==> src/rtl/core/round_robin_task_scheduler_unit_assert.svh <==
// Assertion macros for the round-robin task scheduler.
`ifndef ROUND_ROBIN_TASK_SCHEDULER_UNIT_ASSERT_SVH
`define ROUND_ROBIN_TASK_SCHEDULER_UNIT_ASSERT_SVH

// Same-cycle implication, sampled on clk, off while rst_n is low.
`define RRTS_ASSERT_SAME(label, ante, cons, msg) \
  label: assert property (@(posedge clk) disable iff (!rst_n) (ante) |-> (cons)) \
    else $error(msg);

// Next-cycle implication, sampled on clk, off while rst_n is low.
`define RRTS_ASSERT_NEXT(label, ante, cons, msg) \
  label: assert property (@(posedge clk) disable iff (!rst_n) (ante) |=> (cons)) \
    else $error(msg);

`endif

==> src/rtl/core/rrts_pkg.sv <==
// Shared types and codes for the round-robin task scheduler.
`default_nettype none

package rrts_pkg;

  localparam int SLOT_BITS       = 4;
  localparam int CMD_BITS        = 3;
  localparam int OUT_ID_BITS     = 16;
  localparam int MAX_TABLE_SLOTS = 1 << SLOT_BITS;
  localparam int DEF_TASK_SLOTS  = 16;
  localparam int DEF_ID_BITS     = 16;

  typedef logic [CMD_BITS-1:0]    cmd_t;
  typedef logic [SLOT_BITS-1:0]   slot_t;
  typedef logic [OUT_ID_BITS-1:0] out_id_t;
  typedef logic [1:0]             member_t;

  localparam cmd_t CMD_ADD       = 3'd0;
  localparam cmd_t CMD_MAKE_WAIT = 3'd1;
  localparam cmd_t CMD_MAKE_RDY  = 3'd2;
  localparam cmd_t CMD_REMOVE    = 3'd3;
  localparam cmd_t CMD_TICK      = 3'd4;

  localparam member_t MEM_NONE  = 2'd0;
  localparam member_t MEM_READY = 2'd1;
  localparam member_t MEM_WAIT  = 2'd2;

endpackage

`default_nettype wire

==> src/rtl/core/rrts_if.sv <==
// Command and result channel interfaces of the round-robin task scheduler.
`default_nettype none

interface rrts_cmd_if;
  import rrts_pkg::*;

  logic  valid;
  logic  ready;
  cmd_t  command;
  slot_t task_slot;
  logic  task_blocked;

  modport source(output valid, command, task_slot, task_blocked, input ready);
  modport sink(input valid, command, task_slot, task_blocked, output ready);
endinterface

interface rrts_res_if;
  import rrts_pkg::*;

  logic    valid;
  logic    ready;
  out_id_t assigned_id;
  slot_t   running_slot;
  logic    running_valid;
  logic    running_is_idle;
  logic    status;

  modport source(output valid, assigned_id, running_slot, running_valid, running_is_idle,
                 status, input ready);
  modport sink(input valid, assigned_id, running_slot, running_valid, running_is_idle,
               status, output ready);
endinterface

`default_nettype wire

==> src/rtl/core/round_robin_task_scheduler_unit.sv <==
// Round-robin task scheduler: ready and waiting queues as linked lists over slot tables.
// Accepts one command per cycle while the result side does not stall, and returns one
// result per command through one input register and one result register. Throughput
// is set by the link-table update between those registers; while a result waits to be
// taken, the input register can hold one more command. Link tables hold no reset value.
`default_nettype none

module round_robin_task_scheduler_unit #(
  parameter int TASK_SLOTS = rrts_pkg::DEF_TASK_SLOTS,
  parameter int ID_BITS    = rrts_pkg::DEF_ID_BITS
) (
  input  logic            clk,
  input  logic            rst_n,
  input  logic            cfg_wr_en,
  input  rrts_pkg::slot_t cfg_wr_data,
  rrts_cmd_if.sink        in_cmd,
  rrts_res_if.source      out_res
);
  import rrts_pkg::*;

  // Only slots reachable by the 4-bit slot field get table entries.
  localparam int DEPTH = (TASK_SLOTS < MAX_TABLE_SLOTS) ? TASK_SLOTS : MAX_TABLE_SLOTS;
  localparam int IW    = $clog2(DEPTH);

  typedef logic [IW-1:0] idx_t;

  slot_t idle_slot_r;

  logic  in_v_r;
  cmd_t  cmd_r;
  slot_t slot_r;
  logic  blocked_r;

  logic    out_v_r;
  out_id_t out_id_r;
  slot_t   out_slot_r;
  logic    out_rv_r;
  logic    out_idle_r;
  logic    out_status_r;

  idx_t    next_link_r [DEPTH];
  idx_t    prev_link_r [DEPTH];
  member_t member_r    [DEPTH];
  idx_t    next_link_nxt [DEPTH];
  idx_t    prev_link_nxt [DEPTH];
  member_t member_nxt    [DEPTH];

  idx_t rdy_head_r, rdy_tail_r, wt_head_r, wt_tail_r;
  logic rdy_ne_r, wt_ne_r;
  idx_t rdy_head_nxt, rdy_tail_nxt, wt_head_nxt, wt_tail_nxt;
  logic rdy_ne_nxt, wt_ne_nxt;

  slot_t              cur_slot_r, cur_slot_nxt;
  logic               cur_valid_r, cur_valid_nxt;
  logic [ID_BITS-1:0] id_r, id_nxt;

  logic    fire;
  logic    slot_in_range, cur_in;
  idx_t    s, c, rd_addr;
  idx_t    nl_rd, pl_rd;
  member_t mem_rd;
  logic    do_unlink, unlink_wait, do_append, append_wait;
  logic    u_is_head, u_is_tail;
  idx_t    a_tail;
  logic    a_ne;
  logic    status_c;
  out_id_t id_out_c;

  assign fire         = in_v_r && (!out_v_r || out_res.ready);
  assign in_cmd.ready = !in_v_r || fire;

  assign slot_in_range = 32'(slot_r) < TASK_SLOTS;
  assign s             = slot_in_range ? idx_t'(slot_r) : '0;
  assign cur_in        = 32'(cur_slot_r) < TASK_SLOTS;
  assign c             = cur_in ? idx_t'(cur_slot_r) : '0;
  assign rd_addr       = (cmd_r == CMD_TICK) ? c : s;

  assign nl_rd  = next_link_r[rd_addr];
  assign pl_rd  = prev_link_r[s];
  assign mem_rd = member_r[rd_addr];

  assign u_is_head = s == (unlink_wait ? wt_head_r : rdy_head_r);
  assign u_is_tail = s == (unlink_wait ? wt_tail_r : rdy_tail_r);
  assign a_tail    = append_wait ? wt_tail_r : rdy_tail_r;
  assign a_ne      = append_wait ? wt_ne_r : rdy_ne_r;

  always_comb begin
    do_unlink   = 1'b0;
    unlink_wait = 1'b0;
    do_append   = 1'b0;
    append_wait = 1'b0;
    status_c    = 1'b0;
    id_out_c    = '0;
    id_nxt      = id_r;
    cur_slot_nxt  = cur_slot_r;
    cur_valid_nxt = cur_valid_r;
    case (cmd_r)
      CMD_ADD: begin
        if (!slot_in_range || mem_rd != MEM_NONE) begin
          status_c = 1'b1;
        end else begin
          do_append = 1'b1;
          id_out_c  = OUT_ID_BITS'(id_r);
          id_nxt    = id_r + 1'b1;
        end
      end
      CMD_MAKE_WAIT: begin
        if (!slot_in_range || mem_rd != MEM_READY) begin
          status_c = 1'b1;
        end else begin
          do_unlink   = 1'b1;
          do_append   = 1'b1;
          append_wait = 1'b1;
        end
      end
      CMD_MAKE_RDY: begin
        if (!slot_in_range || mem_rd != MEM_WAIT) begin
          status_c = 1'b1;
        end else begin
          do_unlink   = 1'b1;
          unlink_wait = 1'b1;
        end
        do_append = !status_c;
      end
      CMD_REMOVE: begin
        if (!slot_in_range || mem_rd != (blocked_r ? MEM_WAIT : MEM_READY)) begin
          status_c = 1'b1;
        end else begin
          do_unlink   = 1'b1;
          unlink_wait = blocked_r;
          if (cur_valid_r && cur_slot_r == slot_r) begin
            cur_valid_nxt = 1'b0;
            cur_slot_nxt  = '0;
          end
        end
      end
      CMD_TICK: begin
        if (!cur_valid_r || !rdy_ne_r) begin
          cur_slot_nxt = idle_slot_r;
        end else if (cur_in && mem_rd == MEM_READY && c != rdy_tail_r) begin
          cur_slot_nxt = SLOT_BITS'(nl_rd);
        end else begin
          cur_slot_nxt = SLOT_BITS'(rdy_head_r);
        end
        cur_valid_nxt = 1'b1;
      end
      default: begin
        status_c = 1'b1;
      end
    endcase
  end

  always_comb begin
    next_link_nxt = next_link_r;
    prev_link_nxt = prev_link_r;
    member_nxt    = member_r;
    rdy_head_nxt  = rdy_head_r;
    rdy_tail_nxt  = rdy_tail_r;
    rdy_ne_nxt    = rdy_ne_r;
    wt_head_nxt   = wt_head_r;
    wt_tail_nxt   = wt_tail_r;
    wt_ne_nxt     = wt_ne_r;
    if (do_unlink) begin
      if (u_is_head && u_is_tail) begin
        if (unlink_wait) begin
          wt_ne_nxt = 1'b0;
        end else begin
          rdy_ne_nxt = 1'b0;
        end
      end else begin
        if (!u_is_head) begin
          next_link_nxt[pl_rd] = nl_rd;
        end else if (unlink_wait) begin
          wt_head_nxt = nl_rd;
        end else begin
          rdy_head_nxt = nl_rd;
        end
        if (!u_is_tail) begin
          prev_link_nxt[nl_rd] = pl_rd;
        end else if (unlink_wait) begin
          wt_tail_nxt = pl_rd;
        end else begin
          rdy_tail_nxt = pl_rd;
        end
      end
      member_nxt[s] = MEM_NONE;
    end
    if (do_append) begin
      next_link_nxt[s] = '0;
      prev_link_nxt[s] = a_tail;
      if (a_ne) begin
        next_link_nxt[a_tail] = s;
      end else if (append_wait) begin
        wt_head_nxt = s;
      end else begin
        rdy_head_nxt = s;
      end
      if (append_wait) begin
        wt_tail_nxt   = s;
        wt_ne_nxt     = 1'b1;
        member_nxt[s] = MEM_WAIT;
      end else begin
        rdy_tail_nxt  = s;
        rdy_ne_nxt    = 1'b1;
        member_nxt[s] = MEM_READY;
      end
    end
  end

  always_ff @(posedge clk) begin
    if (!rst_n) begin
      idle_slot_r <= '0;
    end else if (cfg_wr_en) begin
      idle_slot_r <= cfg_wr_data;
    end
  end

  always_ff @(posedge clk) begin
    if (!rst_n) begin
      in_v_r <= 1'b0;
    end else if (in_cmd.ready) begin
      in_v_r <= in_cmd.valid;
    end
  end

  always_ff @(posedge clk) begin
    if (in_cmd.valid && in_cmd.ready) begin
      cmd_r     <= in_cmd.command;
      slot_r    <= in_cmd.task_slot;
      blocked_r <= in_cmd.task_blocked;
    end
  end

  always_ff @(posedge clk) begin
    if (fire) begin
      next_link_r <= next_link_nxt;
      prev_link_r <= prev_link_nxt;
    end
  end

  always_ff @(posedge clk) begin
    if (!rst_n) begin
      member_r    <= '{default: MEM_NONE};
      rdy_head_r  <= '0;
      rdy_tail_r  <= '0;
      rdy_ne_r    <= 1'b0;
      wt_head_r   <= '0;
      wt_tail_r   <= '0;
      wt_ne_r     <= 1'b0;
      cur_slot_r  <= '0;
      cur_valid_r <= 1'b0;
      id_r        <= '0;
    end else if (fire) begin
      member_r    <= member_nxt;
      rdy_head_r  <= rdy_head_nxt;
      rdy_tail_r  <= rdy_tail_nxt;
      rdy_ne_r    <= rdy_ne_nxt;
      wt_head_r   <= wt_head_nxt;
      wt_tail_r   <= wt_tail_nxt;
      wt_ne_r     <= wt_ne_nxt;
      cur_slot_r  <= cur_slot_nxt;
      cur_valid_r <= cur_valid_nxt;
      id_r        <= id_nxt;
    end
  end

  always_ff @(posedge clk) begin
    if (!rst_n) begin
      out_v_r <= 1'b0;
    end else if (fire) begin
      out_v_r <= 1'b1;
    end else if (out_res.ready) begin
      out_v_r <= 1'b0;
    end
  end

  always_ff @(posedge clk) begin
    if (fire) begin
      out_id_r     <= id_out_c;
      out_slot_r   <= cur_valid_nxt ? cur_slot_nxt : '0;
      out_rv_r     <= cur_valid_nxt;
      out_idle_r   <= cur_valid_nxt && (cur_slot_nxt == idle_slot_r);
      out_status_r <= status_c;
    end
  end

  assign out_res.valid           = out_v_r;
  assign out_res.assigned_id     = out_id_r;
  assign out_res.running_slot    = out_slot_r;
  assign out_res.running_valid   = out_rv_r;
  assign out_res.running_is_idle = out_idle_r;
  assign out_res.status          = out_status_r;

`include "round_robin_task_scheduler_unit_assert.svh"

  `RRTS_ASSERT_SAME(a_stall_blocks_input, in_v_r && out_v_r && !out_res.ready, !in_cmd.ready, "input taken while both stages are full")
  `RRTS_ASSERT_NEXT(a_tick_runs_task, fire && cmd_r == CMD_TICK, cur_valid_r && out_rv_r, "tick left no running task")
  `RRTS_ASSERT_NEXT(a_reject_keeps_id, fire && status_c, $stable(id_r), "rejected command consumed an identifier")
  `RRTS_ASSERT_SAME(a_idle_implies_running, out_v_r && out_idle_r, out_rv_r, "idle flag set without a running task")

endmodule

`default_nettype wire

==> src/flat_wrapper.sv <==
// flat-port wrapper written by rule: the top's interface ports become plain ports
module round_robin_task_scheduler_unit_flat import rrts_pkg::*;
#(
  parameter int TASK_SLOTS = rrts_pkg::DEF_TASK_SLOTS,
  parameter int ID_BITS    = rrts_pkg::DEF_ID_BITS
)
  (clk, rst_n, cfg_wr_en, cfg_wr_data, in_cmd_valid, in_cmd_command, in_cmd_task_slot, in_cmd_task_blocked, in_cmd_ready, out_res_valid, out_res_assigned_id, out_res_running_slot, out_res_running_valid, out_res_running_is_idle, out_res_status, out_res_ready);
  rrts_cmd_if in_cmd_i ();
  rrts_res_if out_res_i ();
  input  logic clk;
  input  logic rst_n;
  input  logic cfg_wr_en;
  input  rrts_pkg::slot_t cfg_wr_data;
  input wire logic [$bits(in_cmd_i.valid)-1:0] in_cmd_valid;
  input wire logic [$bits(in_cmd_i.command)-1:0] in_cmd_command;
  input wire logic [$bits(in_cmd_i.task_slot)-1:0] in_cmd_task_slot;
  input wire logic [$bits(in_cmd_i.task_blocked)-1:0] in_cmd_task_blocked;
  output wire logic [$bits(in_cmd_i.ready)-1:0] in_cmd_ready;
  output wire logic [$bits(out_res_i.valid)-1:0] out_res_valid;
  output wire logic [$bits(out_res_i.assigned_id)-1:0] out_res_assigned_id;
  output wire logic [$bits(out_res_i.running_slot)-1:0] out_res_running_slot;
  output wire logic [$bits(out_res_i.running_valid)-1:0] out_res_running_valid;
  output wire logic [$bits(out_res_i.running_is_idle)-1:0] out_res_running_is_idle;
  output wire logic [$bits(out_res_i.status)-1:0] out_res_status;
  input wire logic [$bits(out_res_i.ready)-1:0] out_res_ready;
  assign in_cmd_i.valid = in_cmd_valid;
  assign in_cmd_i.command = in_cmd_command;
  assign in_cmd_i.task_slot = in_cmd_task_slot;
  assign in_cmd_i.task_blocked = in_cmd_task_blocked;
  assign in_cmd_ready = in_cmd_i.ready;
  assign out_res_valid = out_res_i.valid;
  assign out_res_assigned_id = out_res_i.assigned_id;
  assign out_res_running_slot = out_res_i.running_slot;
  assign out_res_running_valid = out_res_i.running_valid;
  assign out_res_running_is_idle = out_res_i.running_is_idle;
  assign out_res_status = out_res_i.status;
  assign out_res_i.ready = out_res_ready;
  round_robin_task_scheduler_unit #(.TASK_SLOTS(TASK_SLOTS), .ID_BITS(ID_BITS)) u_core (.clk(clk), .rst_n(rst_n), .cfg_wr_en(cfg_wr_en), .cfg_wr_data(cfg_wr_data), .in_cmd(in_cmd_i), .out_res(out_res_i));
endmodule
==> config.mk <==
export PLATFORM = sky130hd
export DESIGN_NAME = round_robin_task_scheduler_unit_flat
export DESIGN_NICKNAME = d
export VERILOG_FILES = /design/src/rtl/core/rrts_pkg.sv /design/src/rtl/core/rrts_if.sv /design/src/rtl/core/round_robin_task_scheduler_unit.sv /design/src/flat_wrapper.sv
export VERILOG_INCLUDE_DIRS = /design/src /design/src/rtl/core
export SDC_FILE = /design/constraint.sdc
export NUM_CORES = 1
export LEC_CHECK = 0
export BUFFER_PORTS_ARGS = -buffer_cell sky130_fd_sc_hd__buf_2
export CAP_MARGIN = 30
export CORE_MARGIN = 3
export CORE_UTILIZATION = 40
export DETAILED_ROUTE_END_ITERATION = 12
export GPL_ROUTABILITY_DRIVEN = 0
export SLEW_MARGIN = 20
export SYNTH_ARGS = -nofsm -noshare
export SYNTH_HDL_FRONTEND = slang
export SYNTH_SLANG_ARGS = --single-unit
export TNS_END_PERCENT = 20
==> constraint.sdc <==
create_clock -name clk -period 12.02 [get_ports clk]
set_input_delay 2.404 -clock clk [delete_from_list [all_inputs] [get_ports clk]]
set_output_delay 2.404 -clock clk [all_outputs]
set_load 0.01 [all_outputs]
# Word level (Yosys, flattened, before mapping)
# Cells that the tools add are included.
[classes] add_sub_neg=1 mul=0 div=0 magnitude_cmp=9 n_eq_ne=13 n_shift=0 mux=102 bitwise_logic=17 n_reduce_logical=23
[ops] operator="64-bit two-way mux" count=9
[ops] operator="64-bit bitwise mux" count=4
[ops] operator="4-bit two-way mux" count=42
[ops] operator="32-bit two-way mux" count=3
[ops] operator="64-bit bitwise AND" count=1
[ops] operator="4-bit demux with 4-bit select" count=4
[ops] operator="64-bit NOT" count=1
[ops] operator="16-bit bitwise AND" count=2
[ops] operator="32-bit bitwise AND" count=1
[ops] operator="4-bit binary-select mux with 4-bit select" count=2
[ops] operator="16-bit NOT" count=2
[ops] operator="32-bit NOT" count=1
[ops] operator="16-bit OR" count=2
[ops] operator="1-bit two-way mux" count=26
[ops] operator="5-bit >= comparator, second input constant" count=5
[ops] operator="4-bit NOT with 5-bit output" count=5
[ops] operator="5-bit by 1-bit less-than comparator with 1-bit output, second input constant" count=4
[ops] operator="16-bit by 1-bit adder with 16-bit output, second input constant" count=1
[ops] operator="4-bit equality test" count=4
[ops] operator="1-bit logical AND" count=10
[ops] operator="2-bit binary-select mux with 4-bit select" count=1
[ops] operator="2-bit demux with 4-bit select" count=1
[ops] operator="2-bit two-way mux" count=4
[ops] operator="4-bit case mux with 2 select lines" count=1
[ops] operator="18 further kinds" count=29
[totals] reg_bits=236 latchBits=0 ram_bits=0 romBits=0 in_bits=17 output_inout_bits=25 wordCells=233 mem_count=0

# Logic depth before layout (Yosys ltp)
# Gate-level depths: netlist of the first run.
[depth] depth_word=18 depth_mapped=18 depth_no_buf=10

# Worst setup path before layout of the first run
# Ideal clock, no wire load.
[synth_path] kind="input port to flip-flop" from="input out_res_ready" to="register u_core.wt_tail_r[3]" setup_ns=0.364 t_arrival_ns=7.845 required_ns=11.656 path_slack_ns=3.811 cell_stages=7 path_buffers=3 path_cell_list="nor2b_1 > nand2b_1 > clkbuf_1 > inv_1 > clkbuf_1 > clkbuf_1 > a311oi_1"
[synth_between] elab_chain_cells=2
[synth_lines] item="from (decl)" line_no="flat_wrapper.sv:25" source="input wire logic [$bits(out_res_i.ready)-1:0] out_res_ready;"
[synth_lines] item="1-bit logical OR" line_no="round_robin_task_scheduler_unit.sv:69" source="assign fire = in_v_r && (!out_v_r || out_res.ready);"
[synth_lines] item="1-bit logical AND" line_no="round_robin_task_scheduler_unit.sv:69"
[synth_lines] item="net u_core.fire" line_no="round_robin_task_scheduler_unit.sv:57" source="logic fire;"
[synth_lines] item="to (signal assigned)" line_no="round_robin_task_scheduler_unit.sv:259" source="wt_tail_r <= wt_tail_nxt;"
[synth_lines] item="to (decl)" line_no="round_robin_task_scheduler_unit.sv:48" source="idx_t rdy_head_r, rdy_tail_r, wt_head_r, wt_tail_r;"
# The timed path passes the listed nets, and every way through them passes these cells.
# A chain may end at the register's enable or synchronous reset.

# Final worst setup path of the first run
[layout_path] from="input out_res_ready" to="output in_cmd_ready"
[layout_between] elab_chain_cells=3
[layout_lines] item="1-bit logical OR" line_no="round_robin_task_scheduler_unit.sv:69"
[layout_lines] item="1-bit logical AND" line_no="round_robin_task_scheduler_unit.sv:69"
[layout_lines] item="1-bit logical OR" line_no="round_robin_task_scheduler_unit.sv:70" source="assign in_cmd.ready = !in_v_r || fire;"
[layout_lines] item="to (decl)" line_no="flat_wrapper.sv:18" source="output wire logic [$bits(in_cmd_i.ready)-1:0] in_cmd_ready;"
# No other way between the ends.

==> results of run 1 <==
==> worst max path at each step <==
stage,start,to,cells after the start
final,out_res_ready,in_cmd_ready,4
after global routing,out_res_ready,in_cmd_ready,4
after CTS,out_res_ready,in_cmd_ready,4
after detailed placement,out_res_ready,u_core.id_r[9]$_SDFFE_PN0P_,8
after global placement,out_res_ready,u_core.id_r[15]$_SDFFE_PN0P_,8
after floorplan,out_res_ready,u_core.wt_tail_r[3]$_SDFFE_PN0P_,7
==> routing by layer <==
metal,up-vias,track usage [%],share of wire [%],wire [um]
met5,-,0,0,0
met4,0,6.03,2.5,1070
met3,70,4.12,7.3,3180
met2,480,34.7,45,19800
met1,5745,30.4,45,19600
li1,5522,-,-,-
==> layout by cell type, fill, tap and decap left out, types with 10 or more instances in the layout <==
cell type	count
a21boi_0	26
a21o_1	13
a21oi_1	94
a31oi_1	11
a32oi_1	12
and2_1	28
and3_1	16
buf_2	42
buf_4	24
clkbuf_16	30
dfxtp_1	77
edfxtp_1	159
inv_1	12
mux2i_1	158
mux4_2	22
nand2_1	216
nand2b_1	35
nand3_1	24
nand4_1	11
nor2_1	87
nor2b_1	18
nor3_1	18
nor4_4	27
o211ai_1	17
o21ai_0	102
o21ai_1	23
o2bb2ai_1	16
or3_1	10
xnor2_1	18
xor2_1	18
==> worst register-to-register path, delay by kind of cell, from the launching register on <==
family,cells,cell delay (ns)
AND/OR/NAND/NOR,5,1.93
buffers and inverters,3,1.01
AO/OA/AOI/OAI,3,0.93
flip-flops,1,0.57
multiplexers,2,0.40
==> registers in the layout (all words and copies together), names as in the netlist <==
signal and flops:
u_core.blocked_r 1, u_core.id_r 16, u_core.out_res.valid 1, u_core.idle_slot_r 4
u_core.rdy_tail_r 4, u_core.cmd_r 3, u_core.out_res.running_valid 1, u_core.s 4
u_core.rdy_ne_r 1, u_core.rdy_head_r 4, u_core.member_r 32, u_core.wt_tail_r 4
u_core.out_res.running_slot 4, u_core.c 4, u_core.out_res.running_is_idle 1, u_core.cur_valid_r 1
u_core.prev_link_r 64, u_core.out_res.assigned_id 16, u_core.next_link_r 64, u_core.wt_ne_r 1
u_core.in_v_r 1, u_core.wt_head_r 4, u_core.out_res.status 1
==> kinds of logic (layout without fill, tap and decap cells) <==
logic type                 after synthesis  in the layout
DFF                                    236            236
adders and majority gates                1              1
buffers and inverters                  127            133
muxes                                  193            193
xor gates and xnor gates                36             36
AOI/OAI and AO/OA                      376            376
and+or+nand+nor                        525            525
==> metrics by stage <==
stage          util [%]  power (uW)
2_1_floorplan         -        1110
3_3_place_gp       42.4        1190
3_5_place_dp       42.6        1200
4_1_cts            45.2        2080
5_1_grt            45.3        2130
6_report           45.3        2060
==> layout make-up <==
cell class,count,area [um^2],share of cell area (%)
inverter,14,57.6,0.353
tap,461,577,3.54
clock inverter,13,133,0.813
sequential,236,6320,38.7
clock buffer,38,821,5.03
timing repair buffer,68,445,2.73
multi-input combinational,1131,7960,48.8
==> Yosys cell counts, drive strengths merged (3+ instances only) <==
cell,number
o221ai,12
o21ai,126
nor2b,19
a32oi,12
xor2,18
and3,16
nor4,34
nor2,88
or2,6
nor3,25
o211ai,18
o2bb2ai,16
a21boi,26
a22oi,4
mux2i,161
clkbuf,84
and2,28
a31oi,11
o221a,4
edfxtp,159
a22o,5
or4,3
nor3b,6
buf,29
mux2,10
inv,14
mux4,22
nand3,24
o21a,4
a32o,8
nand2,216
o22ai,5
dfxtp,77
a21o,13
nand4,11
a21oi,94
xnor2,18
a211oi,5
nand2b,35
or3,10
==> power by group <==
group	switching (uW)	internal [uW]
combinational	190	77.9
clock	356	522
sequential	17.2	898
==> flow_summary.ini, run 1 <==
[route]
first_pass_iters = 5
viasPerCell = 6.03
ant_nets = 0
first_iter_violations = 1318
route.detailed.drc = 0
wire_per_inst_um = 22.2
drt-total-wl_mm = 43.6
via_count = 11800

[power_and_ir_drop]
max-vdd-ir-drop_v = 0.000101
leakage_uw = 0.00536
powerDensity_mw_per_mm2 = 126

[clock_tree]
clock_latency_ns = 0.58
cts_tree = built
ctsHoldBuffers = 0
cts_root_buf = clkbuf_16
cts_buffers = 28
cts-resized-gates = 0
cts_buffer_depth = 3
clock_sinks = 236
cts_setup_buffers = 0
path_clk_slew_ns = 0.06
cts_max_level = 1

[floorplanning]
io_pins = 42
rows = 69
start_util_pct = 41.1
die_w_um = 198
die_area_mm2 = 0.0393
die_h_um = 198
core_mm2 = 0.0360

[synthesis]
synthArstFlopShare_pct = 0
synth_warnings = 0
synth-edff-count = 159
synth-xor-area-share_pct = 2.13
synth_cell_types = 74
yosysTopAreaCellShare_pct = 32.3
synth_compound_area_share_pct = 16.1
synthAdderAreaFrac_pct = 0.0846
synth_simple_gate_area_share_pct = 20.0
synth_top_family_by_area = simple AND/OR/NAND/NOR gates
synth_mux_area_share_pct = 15.2
synth_flop_cell = edfxtp_1
synth.cell_area_mm2 = 0.0148
synth_seq_cells = 236
synth_seq_area_share_pct = 42.7
synth_area_leader_cell = edfxtp_1
netlist_instances = 1494
syn_nets = 1512
synth_area_leaders = edfxtp_1 (32%), mux2i_1 (11%), dfxtp_1 (10%), nand2_1 (5.5%), nor4_4 (3.9%)
avgSynthCellArea_um2 = 9.90

[grt]
grt_pass1_vias = 11300
grt_max_degree = 79
grt_pass1_wl_mm = 67.2
antenna_found_initial = 0
grt_usage_pct = 21.8
grt.overflow.total = 0

[finish]
fill_cells = 3397
drive_gt1_share_pct = 13.9
fin_cells = 1961
nNetsFinal = 1497
antenna_cells = 0
finalInstanceArea_mm2 = 0.0163
area_growth_pct = 10.3

[sta]
finalHoldViolCount = 0
fin_crit_ns = 5.37
setup_viol = 0
worst_clock_skew_ns = 0.0321
fin_crit_sh_pct = 44.7
slew_headroom_pct = 28.0
worstMarginPinSlew_ns = 1.05
fin_setup_tns_ns = 0
hold_ws_ns = 0.487
drv_slew = 0
setup_slack_ns = 6.65
max_freq_ghz = 0.186
rsz0062_at_grt = false

[critical_path]
worst_setup_path_end_kind = output pin
slowest_delay_ns = 0.20
crit_top_cell = buf_2
path_class = input port to output pin
r2r_cells = 13
cp.required_ns = 9.62
critPathMaxFanout = 4
worstPathBufferInverterCount = 2
crit_family = simple AND/OR/NAND/NOR gates
rrSetupSlack_ns = 6.91
startpoint_type = input port
crit_chain = buf_2 -> nor2b_1 -> nand2_1 -> buf_2
reg2reg_to = u_core.next_link_r[23]$_DFFE_PP_
cpMaxStageDelayCell = nor2b_1
r2r-start = u_core.cmd_r[2]$_DFFE_PP_
crit_arrival_ns = 2.97

[place]
io_buffers = 41
pre_cts_ws_ns = 6.42
dp_hpwl_mm = 28.6
dpl-instance-area_mm2 = 0.0153
placedCellCount = 1908

[hold_path]
hold_start = u_core.member_r[14]$_SDFFE_PN0P_
min_path_type = register to register
hold_end = u_core.member_r[14]$_SDFFE_PN0P_
min_path_cells = 2

[flow_run]
drv_cap = 0

[run_status]
status = completed
(Power assumes the default switching activity.)
==> run 2, diff against run 1 <==
Settings changed: ABC_AREA set to 1.
Clock period 12.02 ns to 4.9 ns, I/O delays scaled along.
==> run 2 against run 1 <==
Effect of this change:
- die area down 2.9%
- combinational power rose to 2.9 times the previous value
- clock power increased to 2.6 times the previous value
- first-iteration DRC count grew 21%
==> flow_summary.ini, run 2 <==
[run_status]
status = completed

[finish]
nNetsFinal = 1927
fill_cells = 3482
area_growth_pct = 12.0
multiInputGateArea_mm2 = 0.00673
antenna_cells = 0
largestRegisters = u_core.next_link_r: 64 flops, u_core.prev_link_r: 64 flops, u_core.member_r: 32 flops
drive_gt1_share_pct = 10.0
post-route-util_pct = 45.9
mostFrequentLayoutCell = nand2_1
finalInstanceArea_mm2 = 0.0161
regArea_mm2 = 0.00632
final_cell_mix = nand2_1 (437), inv_1 (237), o21ai_0 (159), edfxtp_1 (159), nand3_1 (151)

[synthesis]
synth-edff-count = 159
yosysMostFrequentCell = nand2_1
synth_mux_area_share_pct = 0.0698
synth.cell_area_mm2 = 0.0143
synth_area_leaders = edfxtp_1 (33%), nand2_1 (11%), dfxtp_1 (11%), inv_1 (6.2%), o21ai_0 (5.5%)
synth-xor-area-share_pct = 0.550
synth_common_cells = nand2_1 (437), inv_1 (238), edfxtp_1 (159), o21ai_0 (159), nand3_1 (152)
synth_top_family_by_area = simple AND/OR/NAND/NOR gates
avgSynthCellArea_um2 = 7.62
synth_cell_types = 48
syn_nets = 1899
synth_warnings = 0
synth_compound_area_share_pct = 22.0
yosysTopAreaCellShare_pct = 33.3
synth_flop_cell = edfxtp_1
netlist_instances = 1881
synthAdderAreaFrac_pct = 0.0873
synth_seq_area_share_pct = 44.0
synthArstFlopShare_pct = 0
synth_seq_cells = 236
synth_simple_gate_area_share_pct = 24.0
synth_area_leader_cell = edfxtp_1

[sta]
fin_crit_sh_pct = 94.5
worstMarginPinSlew_ns = 0.894
slew_headroom_pct = 40.4
finalHoldViolCount = 0
setup_viol = 0
drv_slew = 0
fin_crit_ns = 4.63
max_freq_ghz = 0.216
fin_setup_tns_ns = 0
worst_clock_skew_ns = 0.0222
rsz0062_at_grt = false

[clock_tree]
cts_max_level = 1
clock_sinks = 236
path_clk_slew_ns = 0.06
clock_latency_ns = 0.57
cts_tree = built
cts-resized-gates = 0
cts_root_buf = clkbuf_16
cts_setup_buffers = 0
ctsHoldBuffers = 0
cts_buffer_depth = 3
cts_buffers = 28

[floorplanning]
die_area_mm2 = 0.0382
die_w_um = 195
die_h_um = 195
start_util_pct = 41.0
io_pins = 42
rows = 68
core_mm2 = 0.0350

[critical_path]
crit_arrival_ns = 4.90
cp.required_ns = 5.17
path_class = register to register
rrSetupSlack_ns = 0.27
startpoint_type = register
critPathMaxFanout = 34
worst_setup_path_end_kind = register

[grt]
grt_usage_pct = 24.5
antenna_found_initial = 0
grt_max_degree = 97
grt.overflow.total = 0
grt_pass1_wl_mm = 75.4
grt_pass1_vias = 13200

[route]
ant_nets = 0
wire_per_inst_um = 20.2
route.detailed.drc = 0
first_pass_iters = 7
drt-total-wl_mm = 48.2
via_count = 14100
viasPerCell = 5.91
first_iter_violations = 1598

[power_and_ir_drop]
powerDensity_mw_per_mm2 = 331
max-vdd-ir-drop_v = 0.000273
p_int_uw = 3830
pwr-share-comb_pct = 14.6
p_clk_share_pct = 42.5
pwr-share-seq_pct = 42.9
switching_power_uw = 1490
leakage_uw = 0.00650
p_sw_share_pct = 28.1

[flow_run]
drv_cap = 0

[hold_path]
min_path_type = register to register

[place]
dp_hpwl_mm = 32.8
dpl-instance-area_mm2 = 0.0150
io_buffers = 41
[run 2: cell count changes after synthesis, sizes merged, moves of 26 or more]
cell,before,now
nand2,216,448
inv,14,244
mux2i,161,1
nand3,24,159
a22oi,4,96
o22ai,5,73
o21ai,126,187
nor2,88,131
nand2b,35,0
nor4,34,3
clkbuf,84,54
and2,28,0
o211ai,18,46
a21boi,26,0
[run 2: worst paths after layout]
path	startpoint	to	cells after the start
setup / recovery	u_core.cmd_r[2]$_DFFE_PP_	u_core.next_link_r[26]$_DFFE_PP_	19
hold / removal	u_core.id_r[15]$_SDFFE_PN0P_	u_core.id_r[15]$_SDFFE_PN0P_	2
setup reg to reg	u_core.cmd_r[2]$_DFFE_PP_	u_core.next_link_r[26]$_DFFE_PP_	19
hold reg to reg	u_core.id_r[15]$_SDFFE_PN0P_	u_core.id_r[15]$_SDFFE_PN0P_	2
[run 2: cell families (layout without fill, tap and decap cells)]
kind of cell | Yosys count | count (layout)
AO/OA/AOI/OAI | 518 | 518
XOR/XNOR | 9 | 9
adder cells (fa/ha/maj) | 1 | 1
buffers and inverters | 330 | 379
flip-flops | 236 | 236
multiplexers | 1 | 1
AND/OR/NAND/NOR | 786 | 786
[run 2: final cells by class]
type	instances	area share, %
multi-input cells	1315	41.9
flip-flops and latches	236	39.3
inverters	247	5.80
clock buffers	37	5.15
well taps	455	3.54
repair buffers	81	3.25
clock inverters	14	1.07
[run 2: power by group through the flow]
stage	Clock (uW)	Sequential, uW	Combinational (uW)
after floorplan	0	2310	509
after detailed placement	0	2320	750
after CTS	2300	2280	753
after global placement	0	2320	744
after global routing	2390	2290	845
final	2260	2280	775
[run 2: critical path: stages, from the launching register on]
cell and delay, ns:
edfxtp_1 0.50, nand2_2 0.32, nand2_4 0.11, nand2_4 0.14, buf_4 0.37, nand2_1 0.11
nand3_1 0.10, nand3_1 0.08, nand3_2 0.09, nand2_4 0.08, nor2_2 0.17, nand2_1 0.09
buf_4 0.26, o21ai_0 0.23, buf_4 0.27, inv_1 0.23, nor2_1 0.39, nand2_1 0.23
o21ai_1 0.40, o22ai_1 0.15
[run 2: per-layer routing]
layer	vias up	part of all wire (%)	GRT usage [%]
met1	6653	44	34.9
met5	-	0	0
met2	726	44	38.0
met3	126	9.3	4.11
li1	6594	-	-
met4	0	3.2	8.19
[run 2: through the flow]
stage | setup WS, ns | hold WS [ns] | power, uW | cells
floorplan | 0.861 | 0.444 | 2820 | 1881
global placement | 0.313 | 0.462 | 3060 | 2333
detailed placement | 0.0937 | 0.470 | 3070 | 2333
CTS | 0.0692 | 0.479 | 5330 | 2384
global route | 0.0279 | 0.496 | 5520 | 2385
finish | 0.270 | 0.478 | 5320 | 2385
